--- config.mk ---
export PLATFORM = sky130hd
export DESIGN_NAME = ffba_ram
export DESIGN_NICKNAME = d
export VERILOG_FILES = /design/src/sv/assert_macros.svh /design/src/sv/ffba_pkg.sv /design/src/sv/ffba_ram.sv
export SDC_FILE = /design/constraint.sdc
export NUM_CORES = 2
export LEC_CHECK = 0
export BUFFER_PORTS_ARGS = -buffer_cell sky130_fd_sc_hd__buf_2
export CORE_MARGIN = 8
export CORE_UTILIZATION = 28
export DETAILED_ROUTE_END_ITERATION = 6
export PLACE_DENSITY = 0.4
export SYNTH_ARGS = -nofsm -noshare
export SYNTH_HDL_FRONTEND = slang
export SYNTH_MEMORY_MAX_BITS = 65536
export SYNTH_SLANG_ARGS = --single-unit
--- constraint.sdc ---
create_clock -name i_clk -period 17.8 [get_ports i_clk]
set_clock_uncertainty 0.1 [all_clocks]
set_input_delay 2.67 -clock i_clk [delete_from_list [all_inputs] [get_ports i_clk]]
set_output_delay 2.67 -clock i_clk [all_outputs]
set_load 0.05 [all_outputs]
--- src/sv/assert_macros.svh ---
// assertion macros used by the allocator rtl
// no dependencies; define SYNTHESIS to compile them out
`ifndef ASSERT_MACROS_SVH
`define ASSERT_MACROS_SVH

`ifndef SYNTHESIS

// same-cycle implication, disabled while reset is asserted
`define ASSERT_IMPL(label, clk, rst_n, ante, cons) \
    label: assert property (@(posedge clk) disable iff (!rst_n) (ante) |-> (cons)) \
        else $error("assertion failed");

// next-cycle implication, disabled while reset is asserted
`define ASSERT_NEXT(label, clk, rst_n, ante, cons) \
    label: assert property (@(posedge clk) disable iff (!rst_n) (ante) |=> (cons)) \
        else $error("assertion failed");

`else

`define ASSERT_IMPL(label, clk, rst_n, ante, cons)
`define ASSERT_NEXT(label, clk, rst_n, ante, cons)

`endif

`endif

--- src/sv/ffba_pkg.sv ---
// types, codes and address helper for the first-fit block allocator
// no dependencies
package ffba_pkg;

    // address arithmetic width of the user address
    localparam int ADDR_BITS = 32;
    localparam logic [31:0] USER_MASK = (ADDR_BITS >= 32) ? 32'hFFFF_FFFF :
                                        32'((64'd1 << ADDR_BITS) - 64'd1);

    typedef enum logic [1:0] {
        ST_OK   = 2'd0,
        ST_NOOP = 2'd1,
        ST_OOM  = 2'd2,
        ST_BAD  = 2'd3
    } t_status;

    typedef enum logic {
        KIND_ALLOC = 1'b0,
        KIND_FREE  = 1'b1
    } t_kind;

    typedef enum logic [1:0] {
        CFG_HEAP_BASE    = 2'd0,
        CFG_HEAP_LIMIT   = 2'd1,
        CFG_HEADER_BYTES = 2'd2
    } t_cfg_idx;

    typedef struct packed {
        logic [31:0] heap_base;
        logic [31:0] heap_limit;
        logic [7:0]  header_bytes;
    } t_cfg;

    // one block table entry
    typedef struct packed {
        logic [31:0] start;
        logic [31:0] size;
        logic        free;
    } t_entry;

    // off = heap_base + header_bytes, start = block offset
    function automatic logic [31:0] f_user_addr(logic [32:0] off, logic [31:0] start);
        logic [33:0] sum;
        sum = {1'b0, off} + {2'b00, start};
        return sum[31:0] & USER_MASK;
    endfunction

endpackage

--- src/sv/ffba_ram.sv ---
// block table memory: one write port, one registered read port
// depends on ffba_pkg for the entry type
module ffba_ram
    import ffba_pkg::*;
#(
    parameter int DEPTH = 64,
    parameter int IDX_W = 6
) (
    input  logic             i_clk,
    input  logic             i_we,
    input  logic [IDX_W-1:0] i_waddr,
    input  t_entry           i_wdata,
    input  logic             i_rd_en,
    input  logic [IDX_W-1:0] i_rd_addr,
    output t_entry           o_rd_data
);

    t_entry mem [DEPTH];
    t_entry r_rd_data;

    always_ff @(posedge i_clk) begin
        if (i_we) begin
            mem[i_waddr] <= i_wdata;
        end
    end

    always_ff @(posedge i_clk) begin
        if (i_rd_en) begin
            r_rd_data <= mem[i_rd_addr];
        end
    end

    assign o_rd_data = r_rd_data;

endmodule

Yosys cells after proc, flatten, opt, wreduce, memory -nomap -nowiden
Memories as Yosys holds them, arrays and structs flattened. A register that Yosys moved wholly into a read port is not among the register bits.
Index checks and enable logic that the tools add are counted.
Storage, ports and cells
  output and inout port bits: 65
  bits of input ports: 80
  bits in writable memories: 4160
  memories: 1
  bits in registers: 0
  word-level logic and storage cells: 3
Memories
  mem: words 64, width 65, read ports 1, clocked after memory_dff 1, wr ports 1, line ffba_ram.sv:18  | t_entry mem [DEPTH];
Cells by class
  mux-type cells: 2
Operator list (count)
  1-bit two-way mux: 2

Logic depth before layout (Yosys ltp)
  depth after elaboration: 2
  mapped depth: 9
  mapped depth without buffers: 4

Least setup slack after synthesis
No wires, ideal clock.
  path kind: input to register
  start: input i_waddr[3]
  end: memory mem[48][0] (netlist name), enable pin
  slack: 9.524 ns
  stages on the path: 4
  setup time: 0.568 ns
  path buffers: 1
  data arrival time: 7.609 ns
  required time: 17.132 ns
  cell sequence: clkbuf_1 -> nor2b_1 -> nand4b_1 -> nor3_1
RTL lines
  start: declaration: line ffba_ram.sv:11  | input logic [IDX_W-1:0] i_waddr,
  end: declaration: line ffba_ram.sv:18
Straight into the memory's write port.

==> impl_metrics.yaml <==
power:
  p_total_mw: 21.1
  clkPwrFrac: 0.426
  power_frac_comb: 0.049
  switching_share: 0.223
  p_per_area_mw_per_mm2: 115
  p_leak_nw: 55.8
  peakVddDrop_uv: 98.1
  pwr-share-seq: 0.525
  p_int_mw: 16.4
  p_sw_mw: 4.71
layout:
  finalNetCount: 7153
  layout-drive-gt1-share: 0.282
  area_growth_pct: 15.7
  fin_util: 0.325
  seq_area_mm2: 0.127
  multi_input_area_mm2: 0.0308
  final_cell_mix: "edfxtp_1 (4,225), mux4_2 (1,040), clkbuf_16 (455), a22oi_1 (260), buf_4 (217)"
  fillCellCount: 53100
  layout_commonest_cell: "edfxtp_1"
setup_path:
  end_kind: "register"
  crit_fanout: 96
  reg2reg_depth: 4
  worstReg2RegStart: "mem[11][2]"
  crit_end: "o_rd_data[38]"
  cp-startpoint: "i_rd_addr[0]"
  regToRegEndpoint: "o_rd_data[2]"
  required_ns: 18.45
  crit_arrival_ns: 7.44
  criticalPathCategory: "input port to register"
  start_kind: "input port"
  reg2reg_slack_ns: 15.66
cts:
  clock_latency_ns: 1.04
  htreeDepth: 5
  cts_made_buffers: 452
  clk_path_buf_depth: 4
  cts_resized: 0
  cts_tree: "done"
  clkSinkCount: 4225
  cts.clk_slew.worst_paths_ns: 0.06
  cts_setup_buffers: 0
  clock_tree.root_cell: "clkbuf_16"
  cts_hold_buf: 0
die:
  die-area_mm2: 0.592
  ios: 145
  die_h_um: 770
  initial_utilization: 0.281
  fp-row-count: 276
  fp.dieW_um: 770
  core_area_mm2: 0.565
grt:
  grt_max_degree: 115
  grt-ovfl-total: 0
  antenna_found_initial: 83
  grt_pass1_vias: 79500
  grt_first_pass_wirelength_um: 761000
  groute.usage.overall: 0.190
logic_synthesis:
  ys_types: 26
  async_flop_share: 0
  synth_edf_count: 4225
  avgSynthCellArea_um2: 24.1
  yosys_register_bits: 4225
  syn-cell-area_mm2: 0.159
  syn_inst: 6606
  yosysSeqAreaShare: 0.798
  synth-warning-count: 0
  ys.flop_type: "edfxtp_1"
  syn_nets: 6686
route:
  dr.pass1.iters: 5
  avgRoutedWirePerCell_um: 38.6
  vias: 78500
  drt_wl_total_um: 578000
  drtIter0Drc: 9789
  via_per_inst: 5.25
  drc: 0
  drtAntennaViolNets: 0
sta:
  fin_crit_sh: 0.382
  max_freq_ghz: 0.147
  setup_tns_ns: 0
  rsz0062_at_grt: "false"
  maxSlewViolCount: 0
  hold_violations: 0
  setup_viol: 0
  tightest_slew_ns: 1.33
  min_period_ns: 6.79
  timing.slew.headroom: 0.112
placement:
  io_buffer_count: 144
  dp_hpwl_um: 297000
  gp_congestion: 0.727
min_path:
  hold_class: "register to register"
  hold_depth: 4
flow_run:
  max_cap_violations: 0
outcome:
  status: "finished, final reports clean"
## metal layers
layer | part of all wire | vias to the layer above | wire length, um | GRT usage
met1 | 0.43 | 44900 | 248000 | 0.264
met2 | 0.49 | 3064 | 283000 | 0.317
li1 | - | 29800 | - | -
met5 | 0.00016 | - | 95 | 0
met4 | 0.021 | 14 | 12300 | 0.0401
met3 | 0.060 | 713 | 34600 | 0.0263
## how the worst min path moves through the flow
stage / from / endpoint / slack, ns
5_1_grt: mem[46][1] / o_rd_data[1] / 0.84
4_1_cts: mem[6][62] / o_rd_data[62] / 0.76
6_report: mem[6][62] / o_rd_data[62] / 0.77
3_3_place_gp: mem[47][32] / o_rd_data[32] / 0.79
3_5_place_dp: mem[30][45] / o_rd_data[45] / 0.81
2_1_floorplan: mem[46][54] / o_rd_data[54] / 0.76
## metrics by stage
stage	setup slack [ns]	hold slack, ns	instances	cell area (um2)
finish	11.01	0.775	15000	184000
CTS	11.01	0.763	14900	184000
global placement	9.91	0.793	14100	170000
detailed placement	9.90	0.806	14100	170000
global route	10.63	0.842	14900	184000
floorplan	9.52	0.756	6606	159000
## power by group through the flow
stage,Clock [mW],Combinational [mW],Sequential (mW)
final,9.00,1.03,11.1
after global routing,9.55,1.09,11.1
after CTS,9.21,1.05,11.1
after detailed placement,0,1.05,11.3
after global placement,0,1.04,11.3
after floorplan,0,0.509,11.3
## cells by family after synthesis
| family | after synthesis | share of synthesized area |
|---|---|---|
| compound gates | 566 | 0.0271 |
| simple gates | 295 | 0.00907 |
| buf+inv | 377 | 0.0120 |
| flops | 4225 | 0.798 |
| mux | 1143 | 0.154 |
## cells in the mapped netlist, types with 37 or more instances
cell type | count | area, um2
edfxtp_1 | 4225 | 127000
mux4_2 | 1040 | 23400
a22oi_1 | 260 | 1950
buf_2 | 186 | 931
o22ai_1 | 130 | 813
clkbuf_1 | 120 | 450
nand3_1 | 115 | 576
nor2_1 | 112 | 420
mux2i_1 | 103 | 1030
a211oi_1 | 65 | 488
o211a_1 | 65 | 651
o221ai_1 | 46 | 403
buf_4 | 37 | 278
## critical path, stage by stage
cell	delay [ns]
buf_12	0.51
buf_4	0.87
buf_12	0.72
buf_4	0.90
mux4_2	0.62
a22oi_1	0.24
nand3_1	0.19
o211a_1	0.23
## sequential cells by signal (all words and copies together), names as in the netlist
name,flops
mem,4160
o_rd_data,65
## layout make-up
class,count,area share
repair buffers,390,0.0162
well taps,7506,0.0511
multi-input cells,2004,0.167
diodes,19,0.000258
clock buffers,569,0.0642
flip-flops and latches,4225,0.690
clock inverters,246,0.0111
No activity file was read; power rests on OpenSTA's default activity.
