## config.mk

```make
export PLATFORM = sky130hd
export DESIGN_NAME = ffba_ctrl
export DESIGN_NICKNAME = d
export VERILOG_FILES = /design/src/sv/ffba_pkg.sv /design/src/sv/ffba_ctrl.sv
export VERILOG_INCLUDE_DIRS = /design/src /design/src/sv
export SDC_FILE = /design/constraint.sdc
export NUM_CORES = 1
export LEC_CHECK = 0
export ABC_AREA = 1
export BUFFER_PORTS_ARGS = -buffer_cell sky130_fd_sc_hd__buf_2
export CAP_MARGIN = 20
export CELL_PAD_IN_SITES_DETAIL_PLACEMENT = 1
export CELL_PAD_IN_SITES_GLOBAL_PLACEMENT = 1
export CORE_MARGIN = 8
export CORE_UTILIZATION = 30
export CTS_CLUSTER_SIZE = 24
export DETAILED_ROUTE_END_ITERATION = 7
export MAX_ROUTING_LAYER = met4
export PLACE_DENSITY = 0.73
export SYNTH_ARGS = -nofsm -noshare
export SYNTH_HDL_FRONTEND = slang
export SYNTH_SLANG_ARGS = --single-unit
```

## constraint.sdc

```tcl
create_clock -name i_clk -period 14.2 [get_ports i_clk]
set_input_delay 0.71 -clock i_clk [delete_from_list [all_inputs] [get_ports i_clk]]
set_output_delay 0.71 -clock i_clk [all_outputs]
set_load 0.05 [all_outputs]
```

## src/sv/assert_macros.svh

```systemverilog
// assertion macros used by the allocator rtl
// no dependencies; define SYNTHESIS to compile them out
`ifndef ASSERT_MACROS_SVH
`define ASSERT_MACROS_SVH

`ifndef SYNTHESIS

// same-cycle implication, disabled while reset is asserted
`define ASSERT_IMPL(label, clk, rst_n, ante, cons) \
    label: assert property (@(posedge clk) disable iff (!rst_n) (ante) |-> (cons)) \
        else $error("assertion failed");

// next-cycle implication, disabled while reset is asserted
`define ASSERT_NEXT(label, clk, rst_n, ante, cons) \
    label: assert property (@(posedge clk) disable iff (!rst_n) (ante) |=> (cons)) \
        else $error("assertion failed");

`else

`define ASSERT_IMPL(label, clk, rst_n, ante, cons)
`define ASSERT_NEXT(label, clk, rst_n, ante, cons)

`endif

`endif

```

## src/sv/ffba_pkg.sv

```systemverilog
// types, codes and address helper for the first-fit block allocator
// no dependencies
package ffba_pkg;

    // address arithmetic width of the user address
    localparam int ADDR_BITS = 32;
    localparam logic [31:0] USER_MASK = (ADDR_BITS >= 32) ? 32'hFFFF_FFFF :
                                        32'((64'd1 << ADDR_BITS) - 64'd1);

    typedef enum logic [1:0] {
        ST_OK   = 2'd0,
        ST_NOOP = 2'd1,
        ST_OOM  = 2'd2,
        ST_BAD  = 2'd3
    } t_status;

    typedef enum logic {
        KIND_ALLOC = 1'b0,
        KIND_FREE  = 1'b1
    } t_kind;

    typedef enum logic [1:0] {
        CFG_HEAP_BASE    = 2'd0,
        CFG_HEAP_LIMIT   = 2'd1,
        CFG_HEADER_BYTES = 2'd2
    } t_cfg_idx;

    typedef struct packed {
        logic [31:0] heap_base;
        logic [31:0] heap_limit;
        logic [7:0]  header_bytes;
    } t_cfg;

    // one block table entry
    typedef struct packed {
        logic [31:0] start;
        logic [31:0] size;
        logic        free;
    } t_entry;

    // off = heap_base + header_bytes, start = block offset
    function automatic logic [31:0] f_user_addr(logic [32:0] off, logic [31:0] start);
        logic [33:0] sum;
        sum = {1'b0, off} + {2'b00, start};
        return sum[31:0] & USER_MASK;
    endfunction

endpackage

```

## src/sv/ffba_ctrl.sv

```systemverilog
// request sequencer: scans the block table, updates it and holds the result
// depends on ffba_pkg and assert_macros.svh; drives ffba_ram
`include "assert_macros.svh"

module ffba_ctrl
    import ffba_pkg::*;
#(
    parameter int MAX_BLOCKS = 64,
    localparam int IDX_W = $clog2(MAX_BLOCKS),
    localparam int CNT_W = $clog2(MAX_BLOCKS + 1)
) (
    input  logic             i_clk,
    input  logic             i_rst_n,
    input  t_cfg             i_cfg,
    input  logic             i_valid,
    output logic             o_ready,
    input  logic             i_kind,
    input  logic [31:0]      i_request_size,
    input  logic [31:0]      i_free_address,
    output logic             o_valid,
    input  logic             i_ready,
    output logic [31:0]      o_result_address,
    output t_status          o_status,
    output logic             o_we,
    output logic [IDX_W-1:0] o_waddr,
    output t_entry           o_wdata,
    output logic             o_rd_en,
    output logic [IDX_W-1:0] o_rd_addr,
    input  t_entry           i_rd_data
);

    typedef enum logic [3:0] {
        S_IDLE = 4'b0001,
        S_SCAN = 4'b0010,
        S_FALL = 4'b0100,
        S_DONE = 4'b1000
    } t_state;

    t_state           r_state, n_state;
    t_kind            r_kind;
    logic [31:0]      r_req;
    logic [31:0]      r_faddr;
    logic [32:0]      r_off;
    logic [32:0]      r_need;
    logic [IDX_W-1:0] r_chk, n_chk;
    logic [CNT_W-1:0] r_count, n_count;
    logic [31:0]      r_heap_top, n_heap_top;
    logic [31:0]      r_res_addr, n_res_addr;
    t_status          r_res_status, n_res_status;
    logic             r_out_valid;
    logic [31:0]      r_out_addr;
    t_status          r_out_status;

    logic        accept;
    logic        zero_req;
    logic [31:0] cand_addr;
    logic        hit;
    logic        last;
    logic [33:0] top_sum;
    logic        fits;
    logic        room;
    logic        slot_free;

    assign o_ready   = (r_state == S_IDLE);
    assign accept    = i_valid && o_ready;
    assign zero_req  = (t_kind'(i_kind) == KIND_ALLOC) ? (i_request_size == 32'd0)
                                                       : (i_free_address == 32'd0);
    assign cand_addr = f_user_addr(r_off, i_rd_data.start);
    assign hit       = (r_kind == KIND_ALLOC) ? (i_rd_data.free && i_rd_data.size >= r_req)
                                              : (cand_addr == r_faddr);
    assign last      = ((CNT_W'(r_chk) + CNT_W'(1)) == r_count);
    assign top_sum   = {2'b00, r_heap_top} + {1'b0, r_need};
    assign fits      = (top_sum <= {2'b00, i_cfg.heap_limit});
    assign room      = (r_count != CNT_W'(MAX_BLOCKS));
    assign slot_free = !r_out_valid || i_ready;

    always_comb begin
        n_state      = r_state;
        n_chk        = r_chk;
        n_count      = r_count;
        n_heap_top   = r_heap_top;
        n_res_addr   = r_res_addr;
        n_res_status = r_res_status;
        o_we         = 1'b0;
        o_waddr      = r_chk;
        o_wdata      = i_rd_data;
        o_rd_en      = 1'b0;
        o_rd_addr    = r_chk;
        unique case (r_state)
            S_IDLE: begin
                if (accept) begin
                    if (zero_req) begin
                        n_res_addr   = 32'd0;
                        n_res_status = ST_NOOP;
                        n_state      = S_DONE;
                    end else if (r_count == '0) begin
                        n_state = S_FALL;
                    end else begin
                        o_rd_en   = 1'b1;
                        o_rd_addr = '0;
                        n_chk     = '0;
                        n_state   = S_SCAN;
                    end
                end
            end
            S_SCAN: begin
                if (hit) begin
                    n_state    = S_DONE;
                    n_res_addr = 32'd0;
                    if (r_kind == KIND_ALLOC) begin
                        o_we         = 1'b1;
                        o_wdata.free = 1'b0;
                        n_res_addr   = cand_addr;
                        n_res_status = ST_OK;
                    end else if (!i_rd_data.free) begin
                        o_we         = 1'b1;
                        o_wdata.free = 1'b1;
                        n_res_status = ST_OK;
                    end else begin
                        // double free
                        n_res_status = ST_BAD;
                    end
                end else if (last) begin
                    n_state = S_FALL;
                end else begin
                    o_rd_en   = 1'b1;
                    o_rd_addr = r_chk + IDX_W'(1);
                    n_chk     = r_chk + IDX_W'(1);
                end
            end
            S_FALL: begin
                n_state    = S_DONE;
                n_res_addr = 32'd0;
                if (r_kind == KIND_FREE) begin
                    n_res_status = ST_BAD;
                end else if (room && fits) begin
                    // append a new block at heap top
                    o_we          = 1'b1;
                    o_waddr       = r_count[IDX_W-1:0];
                    o_wdata.start = r_heap_top;
                    o_wdata.size  = r_req;
                    o_wdata.free  = 1'b0;
                    n_count       = r_count + CNT_W'(1);
                    n_heap_top    = top_sum[31:0];
                    n_res_addr    = f_user_addr(r_off, r_heap_top);
                    n_res_status  = ST_OK;
                end else begin
                    n_res_status = ST_OOM;
                end
            end
            S_DONE: begin
                if (slot_free) begin
                    n_state = S_IDLE;
                end
            end
            default: begin
                n_state = S_IDLE;
            end
        endcase
    end

    always_ff @(posedge i_clk) begin
        if (!i_rst_n) begin
            r_state     <= S_IDLE;
            r_count     <= '0;
            r_heap_top  <= 32'd0;
            r_out_valid <= 1'b0;
        end else begin
            r_state    <= n_state;
            r_count    <= n_count;
            r_heap_top <= n_heap_top;
            if (r_state == S_DONE && slot_free) begin
                r_out_valid <= 1'b1;
            end else if (i_ready) begin
                r_out_valid <= 1'b0;
            end
        end
    end

    always_ff @(posedge i_clk) begin
        r_chk        <= n_chk;
        r_res_addr   <= n_res_addr;
        r_res_status <= n_res_status;
        if (accept) begin
            r_kind  <= t_kind'(i_kind);
            r_req   <= i_request_size;
            r_faddr <= i_free_address;
            r_off   <= {1'b0, i_cfg.heap_base} + {25'd0, i_cfg.header_bytes};
            r_need  <= {25'd0, i_cfg.header_bytes} + {1'b0, i_request_size};
        end
        if (r_state == S_DONE && slot_free) begin
            r_out_addr   <= r_res_addr;
            r_out_status <= r_res_status;
        end
    end

    assign o_valid          = r_out_valid;
    assign o_result_address = r_out_addr;
    assign o_status         = r_out_status;

    `ASSERT_IMPL(a_count_bound, i_clk, i_rst_n, 1'b1, r_count <= CNT_W'(MAX_BLOCKS))
    `ASSERT_IMPL(a_scan_in_table, i_clk, i_rst_n, r_state == S_SCAN, CNT_W'(r_chk) < r_count)
    `ASSERT_IMPL(a_write_state, i_clk, i_rst_n, o_we, r_state == S_SCAN || r_state == S_FALL)
    `ASSERT_NEXT(a_top_grows, i_clk, i_rst_n, r_state == S_FALL && o_we, r_heap_top > $past(r_heap_top))
    `ASSERT_NEXT(a_count_step, i_clk, i_rst_n, 1'b1, r_count == $past(r_count) || r_count == $past(r_count) + CNT_W'(1))

endmodule

```

# ---- Word level (Yosys, flattened, before mapping)
# Index checks and enable logic that the tools add are counted.
dict set report totals {
  register_bits 248
  latch_bits 0
  ramBits 0
  rom_bits 0
  output_inout_bits 115
  wordCells 104
  memories 0
}
dict set report op_classes {
  n_addsub 8
  n_mul 0
  div_mod_pow 0
  magnitude_cmp 2
  n_eq_ne 12
  shift 0
  n_mux 53
  n_bitwise 1
  reduce_logical 14
}
# operator n
set ops {}
lappend ops {{32-bit 2-to-1 mux} 6}
lappend ops {{65-bit 2-to-1 mux} 2}
lappend ops {{32-bit one-hot mux with 3 select lines} 1}
lappend ops {{32-bit adder} 2}
lappend ops {{32-bit zero test} 2}
lappend ops {{64-bit 2-to-1 mux} 1}
lappend ops {{6-bit 2-to-1 mux} 8}
lappend ops {{32-bit by 33-bit adder with 34-bit output} 1}
lappend ops {{34-bit by 32-bit less-or-equal comparator with 1-bit output} 1}
lappend ops {{8-bit by 32-bit adder with 33-bit output} 1}
lappend ops {{32-bit by 8-bit adder with 32-bit output} 1}
lappend ops {{32-bit == test} 1}
lappend ops {{32-bit >= comparator} 1}
lappend ops {{4-bit 2-to-1 mux} 5}
lappend ops {{1-bit 2-to-1 mux} 16}
lappend ops {{4-bit one-hot mux with 4 select lines} 1}
lappend ops {{2-bit 2-to-1 mux} 7}
lappend ops {{6-bit one-hot mux with 2 select lines} 1}
lappend ops {{6-bit by 1-bit adder with 7-bit output (second input constant)} 1}
lappend ops {{7-bit by 1-bit adder with 7-bit output (second input constant)} 1}
lappend ops {{7-bit == test} 1}
lappend ops {{7-bit zero test} 1}
lappend ops {{7-bit inequality test (second input constant)} 1}
lappend ops {{6-bit by 1-bit adder with 6-bit output (second input constant)} 1}
lappend ops {{18 further kinds} 26}

# ---- Depth between registers and ports, before layout
dict set report depth {
  ltp_word 6
  ltp_mapped 30
  ltp_nobuf 29
}

# ---- Worst setup path before layout
# No wires, ideal clock.
dict set report synth_path {
  kind {input -> register}
  start {input i_valid}
  end {register r_faddr[0], enable pin}
  t_arrival_ns 12.882
  required_ns 13.261
  setup_slack_ns 0.379
  cell_stages 2
  n_path_buf 0
  cell_sequence {inv_1 -> nor4_1}
}
dict set report synth_via {
  elab_chain_cells 1
}
# element line
set synth_lines {}
lappend synth_lines {{from (decl)} ffba_ctrl.sv:15} ;# input logic i_valid,
lappend synth_lines {{1-bit logical AND} ffba_ctrl.sv:65} ;# assign accept = i_valid && o_ready;
lappend synth_lines {{via accept} ffba_ctrl.sv:54} ;# logic accept;
lappend synth_lines {{to (signal assigned)} ffba_ctrl.sv:187} ;# r_faddr <= i_free_address;
lappend synth_lines {{to (decl)} ffba_ctrl.sv:42} ;# logic [31:0] r_faddr;
# The timed path passes the listed nets, and every way through them passes these cells.
# A chain may end at the register's enable or synchronous reset.

==> metrics <==
core area 62970 sq um; Worst path slowest cell buf_12; commonest non-fill, non-tap cell in the layout nand2_1; RSZ-0062 raised after global routing false; asr flop ratio synth 0%; Global Route Usage Sum 20.50%; Max FO, Critical Path 171; drt first pass iters 5; IO Port Bufs 320; initial antenna violation count 24; full die area 71910 sq um; most used cell along the critical path nand2_1; Pins Over Slew Limit 0; post-synthesis net count 2898; post-route insts no fill 3724; post-synthesis compound-gate area fraction 12.14%; largest net degree at the start of global routing 172; Final Skew 24.95 ps; Initial Util a little under a third; CTS Hold Bufs 0; Worst path max stage delay around 480 ps; Synth area leaders edfxtp_1, nand2_1, ha_1, inv_1, dfxtp_1; RD Place Congestion 0.9717; Synth Area in Adders 12.14%; CTS sink cnt between 200 and 250; routed vias 18100; most frequent cells in the layout nand2_1, inv_1, buf_2, edfxtp_1, a21oi_1; Iter 0 DRT Violations 888; wire length of the first global-routing pass 110.7 mm; # rows between 90 and 100; die height 268.2 um; CTS buffer count 30; gr ovfl total 0; mux contribution to synthesized area 0%; final instance area 22680 sq um; pwr dens about 140 nW/um^2; #FFs+latches synth ~250; area share of the largest cell type after synthesis 31.17%; Setup TNS Final 0 ps; sequential-to-total area share from yosys stat a little over a third; fin util 36.02%; Horiz. Die Dim 268.2 um; final wirelength 72.90 mm; status completed; final hold violations 0; I/O pin count roughly 320; vias in the first global route 19220; Area Growth Syn to Fin 18.91%; Slew headroom 38.40%; Cells after Synth approximately 2500; synth warn 0; max-cap violations 0; DR WL/cell a little under 20 um; worst ir drop on vdd 0.08322 mV; CTS Buffer Depth 3; post-synth cell types 54; measured slew at the worst slew-check pin a little over 900 ps; leading area contributor after synthesis edfxtp_1; crit share post-route between 40% and 50%; Simple-Gate Fraction of Synth Area between 20% and 30%; Clock Root Buffer clkbuf_16; post-route ant nets 0; dpl ws 7943 ps; Area after DPL roughly 22000 sq um; Peak Freq ~0.15 GHz; share of cells above drive strength 1 14.60%; vias per cell slightly below 5; Layout Nets 3221; Clock Latency Late Sink 590 ps; crit start category flip-flop; WP data required 13490 ps; Mapped Area roughly 19000 sq um; largest family of logic cells by synthesized area simple AND/OR/NAND/NOR gates; Leak 10.92 nW; Final WS setup 7345 ps; post-CTS setup buffers 0; Setup crit end kind output port; residual DRC count 0; Reg clk slew, reported paths 70 ps; fin crit period 6855 ps; CP Class flip-flop to output port; Worst Path Arrival 6150 ps; final setup vio count 0; Post-Place Cells 3647; dpl hpwl 61.56 mm; number of synthesized flops with an enable pin 198; H-tree levels 1; cts repair resizes 0; Most used DFF post-synth edfxtp_1; CTS tree built; Avg Inst Size Synth 7.599 sq um; HP Class primary input to flip-flop; Post-Synth XOR/XNOR Area roughly 6%
[per-stage QoR]
step                      total power, mW  hold WS [ps]
after floorplan                     2.120         400.3
after global placement              2.473         403.3
after detailed placement            2.500         405.2
after CTS                           3.314         276.0
after global routing                3.520         294.2
final                               3.282         313.9
[where the power goes]
group | internal (mW) | total [mW] | switching [mW]
Combinational | 0.413 | 1.37 | 0.953
Sequential | 1.04 | 1.12 | 0.0836
Clock | 0.457 | 0.797 | 0.340
[final timing paths]
path | startpoint | endpoint | slack [ps] | cells after the start
max | r_heap_top[0]$_SDFFE_PN0P_ | o_wdata[54] | 7340 | 28
min | i_free_address[3] | r_faddr[3]$_DFFE_PP_ | 310 | 1
max reg2reg | r_heap_top[0]$_SDFFE_PN0P_ | r_res_addr[15]$_DFFE_PP_ | 8740 | 27
min reg2reg | r_res_addr[29]$_DFFE_PP_ | o_result_address[29]$_DFFE_PP_ | 420 | 0
[metal layers]
metal	routed length, um	GRT usage (%)	up-vias	share of wire [%]
li1	-	-	9056	-
met1	32310	25.23	8561	44
met2	34380	34.12	384	47
met3	4192	3.897	95	5.8
met4	2022	5.850	0	2.8
met5	0	-	-	0
[state kept, by name, indices dropped and copies added, names as in the netlist]
| register | cells |
|---|---|
| r_need | 33 |
| o_result_address | 32 |
| r_faddr | 32 |
| r_heap_top | 32 |
| r_off | 32 |
| r_req | 32 |
| r_res_addr | 32 |
| r_count | 7 |
| r_chk | 6 |
| r_state | 4 |
| o_status | 2 |
| r_res_status | 2 |
| o_valid | 1 |
| r_kind | 1 |
[logic make-up (layout without fill, tap and decap cells)]
| family | after synthesis | after routing |
|---|---|---|
| compound gates | 429 | 429 |
| fa+ha+maj | 182 | 182 |
| simple gates | 1096 | 1096 |
| flops | 248 | 248 |
| xor+xnor | 129 | 129 |
| other cells | 0 | 22 |
| buf+inv | 426 | 772 |
[cells in the mapped netlist, drive strengths merged, types with 4 or more instances]
cell    instances
nand2         661
inv           390
edfxtp        198
a21oi         185
o21ai         180
ha            177
nor2          174
nand3         144
xor2           73
xnor2          54
dfxtp          50
nand4          37
nor3           31
buf            21
nor4           21
nand3b         18
clkbuf         15
o21a           11
o22ai          11
a31oi           8
o211ai          7
a21o            5
fa              5
a21boi          4
o221ai          4
[area by class of cell]
class | instances | area (sq um)
well taps | 846 | 1059
flip-flops and latches | 248 | 6947
diodes | 22 | 55.05
inverters | 390 | 1464
clock buffers | 32 | 779.5
clock inverters | 23 | 232.7
multi-input cells | 1836 | 10480
fillers | 7922 | 40280
repair buffers | 327 | 1667
[critical path: cells and delay by family, from the launching register on]
kind                       cells  cell delay, ps
xor gates and xnor gates       1             140
and+or+nand+nor               12            1500
buffers and inverters          5            1050
adders and majority gates      3             870
AOI/OAI and AO/OA              7            1540
DFF                            1             360
Power figures use the tool's default switching activity.
